$ cat config.mk
export PLATFORM = sky130hd
export DESIGN_NAME = two_axis_stepper_waypoint_mover_top
export DESIGN_NICKNAME = d
export VERILOG_FILES = /design/src/design/twm_pkg.sv /design/src/design/twm_point_queue.sv /design/src/design/two_axis_stepper_waypoint_mover_top.sv
export SDC_FILE = /design/constraint.sdc
export NUM_CORES = 1
export LEC_CHECK = 0
export BUFFER_PORTS_ARGS = -buffer_cell sky130_fd_sc_hd__buf_2
export CAP_MARGIN = 15
export CORE_MARGIN = 8
export CORE_UTILIZATION = 40
export DETAILED_ROUTE_END_ITERATION = 7
export PLACE_DENSITY = 0.63
export SLEW_MARGIN = 20
export SYNTH_ARGS = -nofsm -noshare
export SYNTH_HDL_FRONTEND = slang
export SYNTH_SLANG_ARGS = --single-unit
$ cat constraint.sdc
create_clock -name clk -period 10.6 [get_ports clk]
set_input_delay 0 -clock clk [delete_from_list [all_inputs] [get_ports clk]]
set_output_delay 0 -clock clk [all_outputs]
set_load 0.005 [all_outputs]
$ cat src/design/twm_pkg.sv
// Package: shared types, constants and coil pattern tables for the waypoint mover.
package twm_pkg;

    localparam int QUEUE_DEPTH_DEF = 8;
    localparam int COORD_W         = 10;
    localparam int DWELL_W         = 16;
    localparam int COIL_W          = 4;

    localparam logic [COORD_W-1:0] COORD_MAX         = 10'd999;
    localparam logic [DWELL_W-1:0] PHASE_DWELL_RESET = 16'd2000;

    typedef enum logic
    {
        CMD_PUSH = 1'b0,
        CMD_TICK = 1'b1
    } cmd_t;

    typedef struct packed
    {
        logic [COORD_W-1:0] y;
        logic [COORD_W-1:0] x;
    } point_t;

    typedef struct packed
    {
        logic push;
        logic pop;
    } q_ctrl_t;

    typedef struct packed
    {
        logic empty;
        logic full;
        logic single;
    } q_status_t;

    function automatic logic [COIL_W-1:0] x_coil(input logic [1:0] ph, input logic up);
        logic [COIL_W-1:0] c;
        case (ph)
            2'd0:    c = up ? 4'd9  : 4'd3;
            2'd1:    c = up ? 4'd12 : 4'd6;
            2'd2:    c = up ? 4'd6  : 4'd12;
            2'd3:    c = up ? 4'd3  : 4'd9;
            default: c = 4'd0;
        endcase
        return c;
    endfunction

    function automatic logic [COIL_W-1:0] y_coil(input logic [1:0] ph, input logic up);
        logic [COIL_W-1:0] c;
        case (ph)
            2'd0:    c = up ? 4'd12 : 4'd10;
            2'd1:    c = up ? 4'd5  : 4'd3;
            2'd2:    c = up ? 4'd3  : 4'd5;
            2'd3:    c = up ? 4'd10 : 4'd12;
            default: c = 4'd0;
        endcase
        return c;
    endfunction

    function automatic logic [COORD_W-1:0] sat_coord(input logic [COORD_W-1:0] v);
        return (v > COORD_MAX) ? COORD_MAX : v;
    endfunction

endpackage

$ cat src/design/twm_point_queue.sv
// Circular queue of target points with head pointer and fill count.
module twm_point_queue #(
    parameter int DEPTH = twm_pkg::QUEUE_DEPTH_DEF
) (
    input  logic                clk,
    input  logic                rst_n,
    input  twm_pkg::q_ctrl_t    ctrl,
    input  twm_pkg::point_t     wr_point,
    output twm_pkg::point_t     front,
    output twm_pkg::q_status_t  status
);

    localparam int PTR_W = (DEPTH > 1) ? $clog2(DEPTH) : 1;
    localparam int CNT_W = $clog2(DEPTH + 1);
    localparam int SUM_W = PTR_W + 1;
    localparam logic [SUM_W-1:0] DEPTH_S = SUM_W'(DEPTH);
    localparam logic [CNT_W-1:0] DEPTH_C = CNT_W'(DEPTH);
    localparam logic [PTR_W-1:0] LAST_P  = PTR_W'(DEPTH - 1);

    twm_pkg::point_t  mem [DEPTH];
    twm_pkg::point_t  front_reg;
    logic [PTR_W-1:0] head_reg, head_next;
    logic [CNT_W-1:0] count_reg, count_next;
    logic [SUM_W-1:0] tail_sum;
    logic [PTR_W-1:0] tail;

    // count < DEPTH on a write, so head + count stays below twice the depth
    always_comb
    begin
        tail_sum = SUM_W'(head_reg) + SUM_W'(count_reg);
        if (tail_sum >= DEPTH_S)
        begin
            tail_sum = tail_sum - DEPTH_S;
        end
        tail = tail_sum[PTR_W-1:0];
    end

    always_comb
    begin
        head_next  = head_reg;
        count_next = count_reg;
        if (ctrl.pop)
        begin
            head_next  = (head_reg == LAST_P) ? '0 : head_reg + 1'b1;
            count_next = count_next - 1'b1;
        end
        if (ctrl.push)
        begin
            count_next = count_next + 1'b1;
        end
    end

    always_ff @(posedge clk or negedge rst_n)
    begin
        if (!rst_n)
        begin
            head_reg  <= '0;
            count_reg <= '0;
        end
        else
        begin
            head_reg  <= head_next;
            count_reg <= count_next;
        end
    end

    // front_reg tracks the entry at the next head; a write into that slot is forwarded
    always_ff @(posedge clk)
    begin
        if (ctrl.push)
        begin
            mem[tail] <= wr_point;
        end
        if (ctrl.push && (tail == head_next))
        begin
            front_reg <= wr_point;
        end
        else
        begin
            front_reg <= mem[head_next];
        end
    end

    assign front         = front_reg;
    assign status.empty  = (count_reg == '0);
    assign status.full   = (count_reg == DEPTH_C);
    assign status.single = (count_reg == CNT_W'(1));

endmodule

$ cat src/design/two_axis_stepper_waypoint_mover_top.sv
// Top level: two-axis stepper waypoint mover with point queue and result register.
// Each accepted input beat yields its result beat directly in the output register.
// Throughput: one input beat per cycle; s_tready stays high while the result is taken or absent.
// Each tick with a point queued either pops a reached point or advances the dwell counter and at most one coil phase.
// Reset: positions, queue pointers, phase, dwell and coils cleared; phase_dwell set to 2000.
// Queue entries hold no reset value and are read only after being written.
module two_axis_stepper_waypoint_mover_top #(
    parameter int QUEUE_DEPTH = twm_pkg::QUEUE_DEPTH_DEF
) (
    input  logic        clk,
    input  logic        rst_n,
    // configuration: phase_dwell
    input  logic        cfg_valid,
    output logic        cfg_ready,
    input  logic [15:0] cfg_data,
    // input beats
    input  logic        s_tvalid,
    output logic        s_tready,
    input  logic [23:0] s_tdata,   // target_x[9:0], target_y[19:10], zero pad
    input  logic        s_tuser,   // command
    // result beats
    output logic        m_tvalid,
    input  logic        m_tready,
    output logic [31:0] m_tdata    // x_coils[3:0], y_coils[7:4], pos_x[17:8], pos_y[27:18],
                                   // busy_res[28], push_rejected[29], zero pad
);

    localparam int CW = twm_pkg::COORD_W;
    localparam int DW = twm_pkg::DWELL_W;
    localparam int KW = twm_pkg::COIL_W;

    logic [DW-1:0] phase_dwell_reg;
    logic [CW-1:0] cur_x_reg, cur_x_next;
    logic [CW-1:0] cur_y_reg, cur_y_next;
    logic          moving_y_reg, moving_y_next;
    logic [1:0]    phase_reg, phase_next;
    logic [DW-1:0] dwell_reg, dwell_next;
    logic [KW-1:0] x_drive_reg, x_drive_next;
    logic [KW-1:0] y_drive_reg, y_drive_next;
    logic          m_valid_reg;
    logic [31:0]   m_data_reg, m_data_next;

    logic               accept;
    twm_pkg::cmd_t      cmd;
    twm_pkg::point_t    push_point;
    twm_pkg::point_t    front;
    twm_pkg::q_ctrl_t   q_ctrl;
    twm_pkg::q_status_t q_status;

    logic          on_y;
    logic [CW-1:0] pos_sel, tgt_sel, pos_new;
    logic          up;
    logic [DW-1:0] dwell_inc, limit;
    logic          rejected, busy_next;

    assign cfg_ready = 1'b1;
    assign s_tready  = !m_valid_reg || m_tready;
    assign accept    = s_tvalid && s_tready;
    assign cmd       = twm_pkg::cmd_t'(s_tuser);

    assign push_point.x = twm_pkg::sat_coord(s_tdata[CW-1:0]);
    assign push_point.y = twm_pkg::sat_coord(s_tdata[2*CW-1:CW]);

    twm_point_queue #(
        .DEPTH(QUEUE_DEPTH)
    ) u_queue (
        .clk      (clk),
        .rst_n    (rst_n),
        .ctrl     (q_ctrl),
        .wr_point (push_point),
        .front    (front),
        .status   (q_status)
    );

    always_comb
    begin
        q_ctrl       = '0;
        cur_x_next   = cur_x_reg;
        cur_y_next   = cur_y_reg;
        moving_y_next = moving_y_reg;
        phase_next   = phase_reg;
        dwell_next   = dwell_reg;
        x_drive_next = x_drive_reg;
        y_drive_next = y_drive_reg;
        rejected     = 1'b0;
        busy_next    = !q_status.empty;

        on_y      = moving_y_reg || (cur_x_reg == front.x);
        pos_sel   = on_y ? cur_y_reg : cur_x_reg;
        tgt_sel   = on_y ? front.y : front.x;
        up        = tgt_sel > pos_sel;
        dwell_inc = dwell_reg + 1'b1;
        limit     = (phase_dwell_reg == '0) ? DW'(1) : phase_dwell_reg;
        pos_new   = pos_sel;

        case (cmd)
            twm_pkg::CMD_PUSH:
            begin
                if (q_status.full)
                begin
                    rejected = 1'b1;
                end
                else
                begin
                    q_ctrl.push = accept;
                    busy_next   = 1'b1;
                end
            end
            twm_pkg::CMD_TICK:
            begin
                if (!q_status.empty)
                begin
                    moving_y_next = on_y;
                    if (on_y && (cur_y_reg == front.y))
                    begin
                        q_ctrl.pop    = accept;
                        busy_next     = !q_status.single;
                        moving_y_next = 1'b0;
                        phase_next    = '0;
                        dwell_next    = '0;
                    end
                    else
                    begin
                        if (dwell_reg == '0)
                        begin
                            if (on_y)
                            begin
                                y_drive_next = twm_pkg::y_coil(phase_reg, up);
                            end
                            else
                            begin
                                x_drive_next = twm_pkg::x_coil(phase_reg, up);
                            end
                        end
                        if (dwell_inc >= limit)
                        begin
                            dwell_next = '0;
                            if (phase_reg == 2'd3)
                            begin
                                phase_next = '0;
                                if (up)
                                begin
                                    pos_new = pos_sel + 1'b1;
                                end
                                else if (pos_sel != '0)
                                begin
                                    pos_new = pos_sel - 1'b1;
                                end
                            end
                            else
                            begin
                                phase_next = phase_reg + 1'b1;
                            end
                        end
                        else
                        begin
                            dwell_next = dwell_inc;
                        end
                        if (on_y)
                        begin
                            cur_y_next = pos_new;
                        end
                        else
                        begin
                            cur_x_next = pos_new;
                        end
                    end
                end
            end
            default:
            begin
                rejected = 1'b0;
            end
        endcase

        m_data_next = {2'b00, rejected, busy_next, cur_y_next, cur_x_next,
                       y_drive_next, x_drive_next};
    end

    always_ff @(posedge clk or negedge rst_n)
    begin
        if (!rst_n)
        begin
            phase_dwell_reg <= twm_pkg::PHASE_DWELL_RESET;
            cur_x_reg       <= '0;
            cur_y_reg       <= '0;
            moving_y_reg    <= 1'b0;
            phase_reg       <= '0;
            dwell_reg       <= '0;
            x_drive_reg     <= '0;
            y_drive_reg     <= '0;
            m_valid_reg     <= 1'b0;
        end
        else
        begin
            if (cfg_valid && cfg_ready)
            begin
                phase_dwell_reg <= cfg_data;
            end
            if (accept)
            begin
                cur_x_reg    <= cur_x_next;
                cur_y_reg    <= cur_y_next;
                moving_y_reg <= moving_y_next;
                phase_reg    <= phase_next;
                dwell_reg    <= dwell_next;
                x_drive_reg  <= x_drive_next;
                y_drive_reg  <= y_drive_next;
                m_valid_reg  <= 1'b1;
            end
            else if (m_tready)
            begin
                m_valid_reg <= 1'b0;
            end
        end
    end

    always_ff @(posedge clk)
    begin
        if (accept)
        begin
            m_data_reg <= m_data_next;
        end
    end

    assign m_tvalid = m_valid_reg;
    assign m_tdata  = m_data_reg;

endmodule

### Yosys cells after proc, flatten, opt, wreduce, memory -nomap -nowiden

Memory sizes are Yosys's and may differ from the RTL's. A register that Yosys moved wholly into a read port is not among the register bits.
Index checks and enable logic that the tools add are counted.

| word-level totals | value |
|---|---|
| bits of input ports | 46 |
| logic and storage cells | 116 |
| memory bits (writable) | 160 |
| output and inout port bits | 35 |
| memories kept | 1 |
| register bits after elaboration | 101 |

| cells by class | value |
|---|---|
| reductions and logical operators | 16 |
| $lt $le $gt $ge | 5 |
| eq/ne operators | 8 |
| bitwise gates (word level) | 2 |
| mux-type cells | 62 |
| add/sub/neg operators | 9 |

Memories:

| memory | words | bits a word | read ports | clocked after Yosys merged registers in | wr ports | RTL line | text |
|---|---|---|---|---|---|---|---|
| u_queue.mem | 8 | 20 | 1 | 1 | 1 | twm_point_queue.sv:20 | `twm_pkg::point_t mem [DEPTH];` |

Operators with widths:

| kind | number |
|---|---|
| two-way mux 10 bit | 16 |
| two-way mux 4 bit | 16 |
| two-way mux 16 bit | 3 |
| logical NOT 16 bit | 2 |
| case mux 4 bit (4 select lines) | 2 |
| two-way mux 3 bit | 7 |
| == test 10 bit | 2 |
| > comparator 10 bit (second input constant) | 2 |
| adder 16 x 1 -> 16 bit (second input constant) | 1 |
| >= comparator 16 bit | 1 |
| two-way mux 1 bit | 14 |
| adder 10 x 1 -> 10 bit (second input constant) | 1 |
| > comparator 10 bit | 1 |
| nonzero test 10 bit | 1 |
| subtractor 10 x 1 -> 10 bit (second input constant) | 1 |
| two-way mux 2 bit | 3 |
| adder 3 x 4 -> 4 bit | 1 |
| adder 4 x 1 -> 4 bit (second input constant) | 1 |
| == test 2 bit (second input constant) | 2 |
| == test 4 x 1 -> 1 bit (second input constant) | 1 |
| == test 4 bit (second input constant) | 1 |
| >= comparator 4 bit (second input constant) | 1 |
| logical NOT 4 bit | 1 |
| AND reduction 4 bit | 1 |
| other kinds (14) | 20 |

### Depth between registers and ports, before layout

| logic depth | value |
|---|---|
| depth after elaboration | 12 |
| gate-level depth with buffers | 24 |
| gate-level depth less buffers | 18 |

### Hierarchy

A second synthesis with hierarchy kept.

| second synthesis, totals | value |
|---|---|
| cells, all modules | 998 |
| area total of the unflattened synthesis | 12991.2 um^2 |

By module, submodules not included:

| module | area an instance (um^2) | instances | seq. area each (um^2) | cells each |
|---|---|---|---|---|
| twm_point_queue | 6792.8 | 1 | 5039.8 | 290 |
| two_axis_stepper_waypoint_mover_top | 6198.4 | 1 | 2509.9 | 708 |

### Worst setup path after synthesis

Ideal clock, no wire load.

| timing path | value |
|---|---|
| kind | reg2reg |
| from | register with a tool-made name |
| to | register m_data_reg[25], in the netlist m_tdata[25] (data pin) |
| setup slack | 4.723 ns |
| clock period less this slack | 5.877 ns |
| data arrival time | 5.617 ns |
| cell stages (with the launch flop) | 24 |
| required time | 10.340 ns |
| cells stage by stage | dfxtp_1 > buf_2 > buf_1 > mux4_2 > mux2i_1 > xor2_1 > o211ai_1 > o41ai_4 > buf_2 > buf_2 > buf_2 > mux2i_1 > ha_1 > a21o_1 > a21o_1 > a21o_1 > nor4b_1 > o21ai_0 > a21o_1 > a211o_2 > a221oi_2 > o21ai_1 > xor2_1 > mux2_2 |

RTL lines:

| element | RTL line | text |
|---|---|---|
| end signal: assignment | two_axis_stepper_waypoint_mover_top.sv:222 | `m_data_reg <= m_data_next;` |
| end: declaration | two_axis_stepper_waypoint_mover_top.sv:41 | `logic [31:0] m_data_reg, m_data_next;` |

==> results.ini <==
[synth]
ys_seq_elements=264
ys.flop_type=edfxtp_1
synth.largest_area_cell=edfxtp_1
yosysSeqAreaShare_pct=59.0
synth_cells=935
yosys_warnings=0
yosysTopAreaCellShare_pct=44.6
yosys-top-cells-area=edfxtp_1 (45%), dfrtp_1 (13%), mux4_2 (6.2%), mux2i_1 (4.1%), mux2_2 (3.8%)
synthesis.area_sq_um=12800
synth_cell_types=67
synth_edf_count=190
avgSynthCellArea_sq_um=13.7
async_flop_share_pct=26.9

[floorplan]
coreArea_sq_um=31600
die_w_um=195
die-area_sq_um=38000
start_util_pct=40.5
rows=65
ioPinCount=81
die_h_um=195

[drt]
ant_nets=0
firstDrtPassIters=5
routed_wl_um=28500
num_vias=7947
drtIter0Drc=517
viasPerCell=5.32
route.detailed.drc=0
wire_per_inst_um=19.1

[timing]
hold_viol_final=0
fmax_ghz=0.143
post-route-period-util_pct=65.8
finalCriticalPeriod_ns=6.97
max_slew_margin_pct=30.4
setup_ws_ns=3.63
setup_viol=0
clock_skew_ns=0.0224
setup_tns_ns=0
rsz0062_at_grt=no
drv_slew=0
worst_slew_pin_slew_ns=1.04

[critical_path]
slowest_delay_ns=0.71
path_class=flop to flop
cp_data_arrival_time_ns=7.28
slowest_stage=dfxtp_2
start_kind=flop
path_cells=buf_4 > mux4_2 > mux2i_1 > xor2_1 > nand4b_1 > o41ai_4 > buf_4 > mux2i_1 > ha_1 > a21o_1 > a21o_1 > a21o_1 > nor4b_1 > o21ai_0 > a21o_1 > a211o_2 > nand2_4 > mux2i_1 > nor3_1 > o31ai_1
cp_num_buf_inv=2
end_kind=flop
required_ns=10.91
reg2reg_slack_ns=3.63
rr_worst_depth=20
worstSetupEndpoint=m_tdata[24]
crit_fanout=44
cp.depth=20
path_delay_family=multiplexers
r2r_end=m_tdata[24]
cpMostUsedCell=a21o_1

[placement]
gp_congestion=0.883
dp_cells=1371
dp_slack_ns=3.63
hpwl_um=18100
numPortBuffers=73

[layout]
fill_cells=2718
fin_nets=1155
area_growth_pct=18.4
multi_input_area_sq_um=4910
layout-drive-gt1-share_pct=21.6
final-seq-area_sq_um=7550
top_register=u_queue.mem
layout.cells.non_filler=1495
largest_reg_flops=160

[global_route]
antenna_found_initial=1
grt_overflow=0
grt_pass1_vias=8173
grt_max_degree=72
grt_pass1_wl_um=45700
grt_util_all_layers_pct=14.9

[cts]
ctsHtreeMaxLevel=1
clkLatencyLatePin_ns=0.56
cts_tree=done
cts_resized=0
cts_sinks=264
numCtsBuffers=28
clk_pin_slew_ns=0.06
cts_root_buffer=clkbuf_16
cts_buffer_depth=3
post_cts_buffers=0

[min_path]
hold_path.class=input port to async pin

[pwr]
p_sw_w=0.000729
seqPwrFrac_pct=46.7
pwr-share-comb_pct=18.7
p_per_area_nw_per_um2=176
intPower_w=0.00194
power_frac_clock_pct=34.7
peakVddDrop_mv=0.138
leakagePower_nw=5.85
swShare_pct=27.4

[flow_run]
maxCapViolations=0

[status]
status=finished, final reports clean

## stage by stage
stage / hold slack [ns] / utilization [%] / cell area (sq um) / power [W]
after floorplan: -0.296 / - / 12800 / 0.00159
after global placement: 0.203 / 43.0 / 13600 / 0.00173
after detailed placement: 0.207 / 43.0 / 13600 / 0.00174
after CTS: 0.139 / 48.0 / 15100 / 0.00269
after global routing: 0.204 / 48.0 / 15200 / 0.00280
final: 0.153 / 48.0 / 15200 / 0.00266
## cell type report
type,count,share of cell area [%]
Inverter,34,0.842
Multi-Input combinational cell,585,32.4
Antenna cell,1,0.0165
Clock buffer,40,5.05
Sequential cell,264,49.8
Tap cell,402,3.32
Clock inverter,12,0.735
Timing Repair Buffer,157,7.76
## synthesized netlist by cell type (4+ instances only)
master,n
xnor2_1,21
o211ai_1,8
o21a_1,4
a21oi_1,11
dfstp_2,6
mux2_2,43
edfxtp_1,190
nand4_1,14
mux4_2,35
or2_2,8
ha_1,38
buf_2,10
nand3_1,25
a21o_1,12
o21ai_0,38
nor3b_1,4
dfrtp_1,65
nor4_1,9
a31oi_1,4
clkbuf_1,33
nand2_1,59
nor3_1,24
mux2i_1,52
and3_1,16
o21ai_1,4
xor2_1,35
buf_1,4
buf_4,4
inv_1,32
a22o_1,17
nand2b_1,8
nor2b_1,11
nor2_1,37
or3_1,5
## cell usage in the layout, fill, tap and decap left out, types with 12 or more instances in the layout
cell type / Yosys / routed
edfxtp_1: 190 / 190
buf_2: 10 / 72
dlygate4sd3_1: 0 / 71
dfrtp_1: 65 / 65
nand2_1: 59 / 59
mux2i_1: 52 / 52
mux2_2: 43 / 43
o21ai_0: 38 / 38
ha_1: 38 / 38
xor2_1: 35 / 35
mux4_2: 35 / 35
nor2_1: 37 / 33
inv_1: 32 / 32
clkbuf_16: 0 / 28
nand3_1: 25 / 25
xnor2_1: 21 / 21
nor3_1: 24 / 19
a22o_1: 17 / 17
and3_1: 16 / 16
nand4_1: 14 / 14
buf_4: 4 / 14
a21o_1: 12 / 12
## layer usage
metal | global-route usage (%) | wire length (um)
met5 | 0 | 0
met3 | 2.35 | 1300
met2 | 24.6 | 13500
met1 | 20.2 | 13000
met4 | 4.04 | 665
## how the worst min path moves through the flow
stage	from	endpoint	slack, ns	depth (start not counted)
global route	rst_n	phase_dwell_reg[2]	0.20	2
global placement	rst_n	phase_dwell_reg[11]	0.20	1
finish	rst_n	phase_dwell_reg[15]	0.15	2
floorplan	rst_n	cur_x_reg[0]	-0.30	0
detailed placement	rst_n	phase_dwell_reg[15]	0.21	1
CTS	m_tready	x_drive_reg[2]	0.14	5
## power by group through the flow
stage | logic (W) | clock network, W | registers (W)
6_report | 0.000497 | 0.000924 | 0.00124
3_3_place_gp | 0.000467 | 0 | 0.00126
3_5_place_dp | 0.000473 | 0 | 0.00126
4_1_cts | 0.000500 | 0.000953 | 0.00124
5_1_grt | 0.000554 | 0.000989 | 0.00125
2_1_floorplan | 0.000342 | 0 | 0.00125
## logic make-up after synthesis
kind of cell | count (synthesis) | share of synthesized area (%)
other cells | 2 | 0.0587
mux | 132 | 14.3
simple gates | 233 | 9.33
flops | 264 | 59.0
fa+ha+maj | 39 | 3.87
compound gates | 122 | 6.72
xor+xnor | 56 | 3.83
buf+inv | 87 | 2.89
## timing repair
action	in CTS	in global routing
hold buffers	71	0
endpoints found under the setup margin	0	0
endpoints found under the hold margin	248	0
Note: power is estimated with default switching activity, not from simulation.
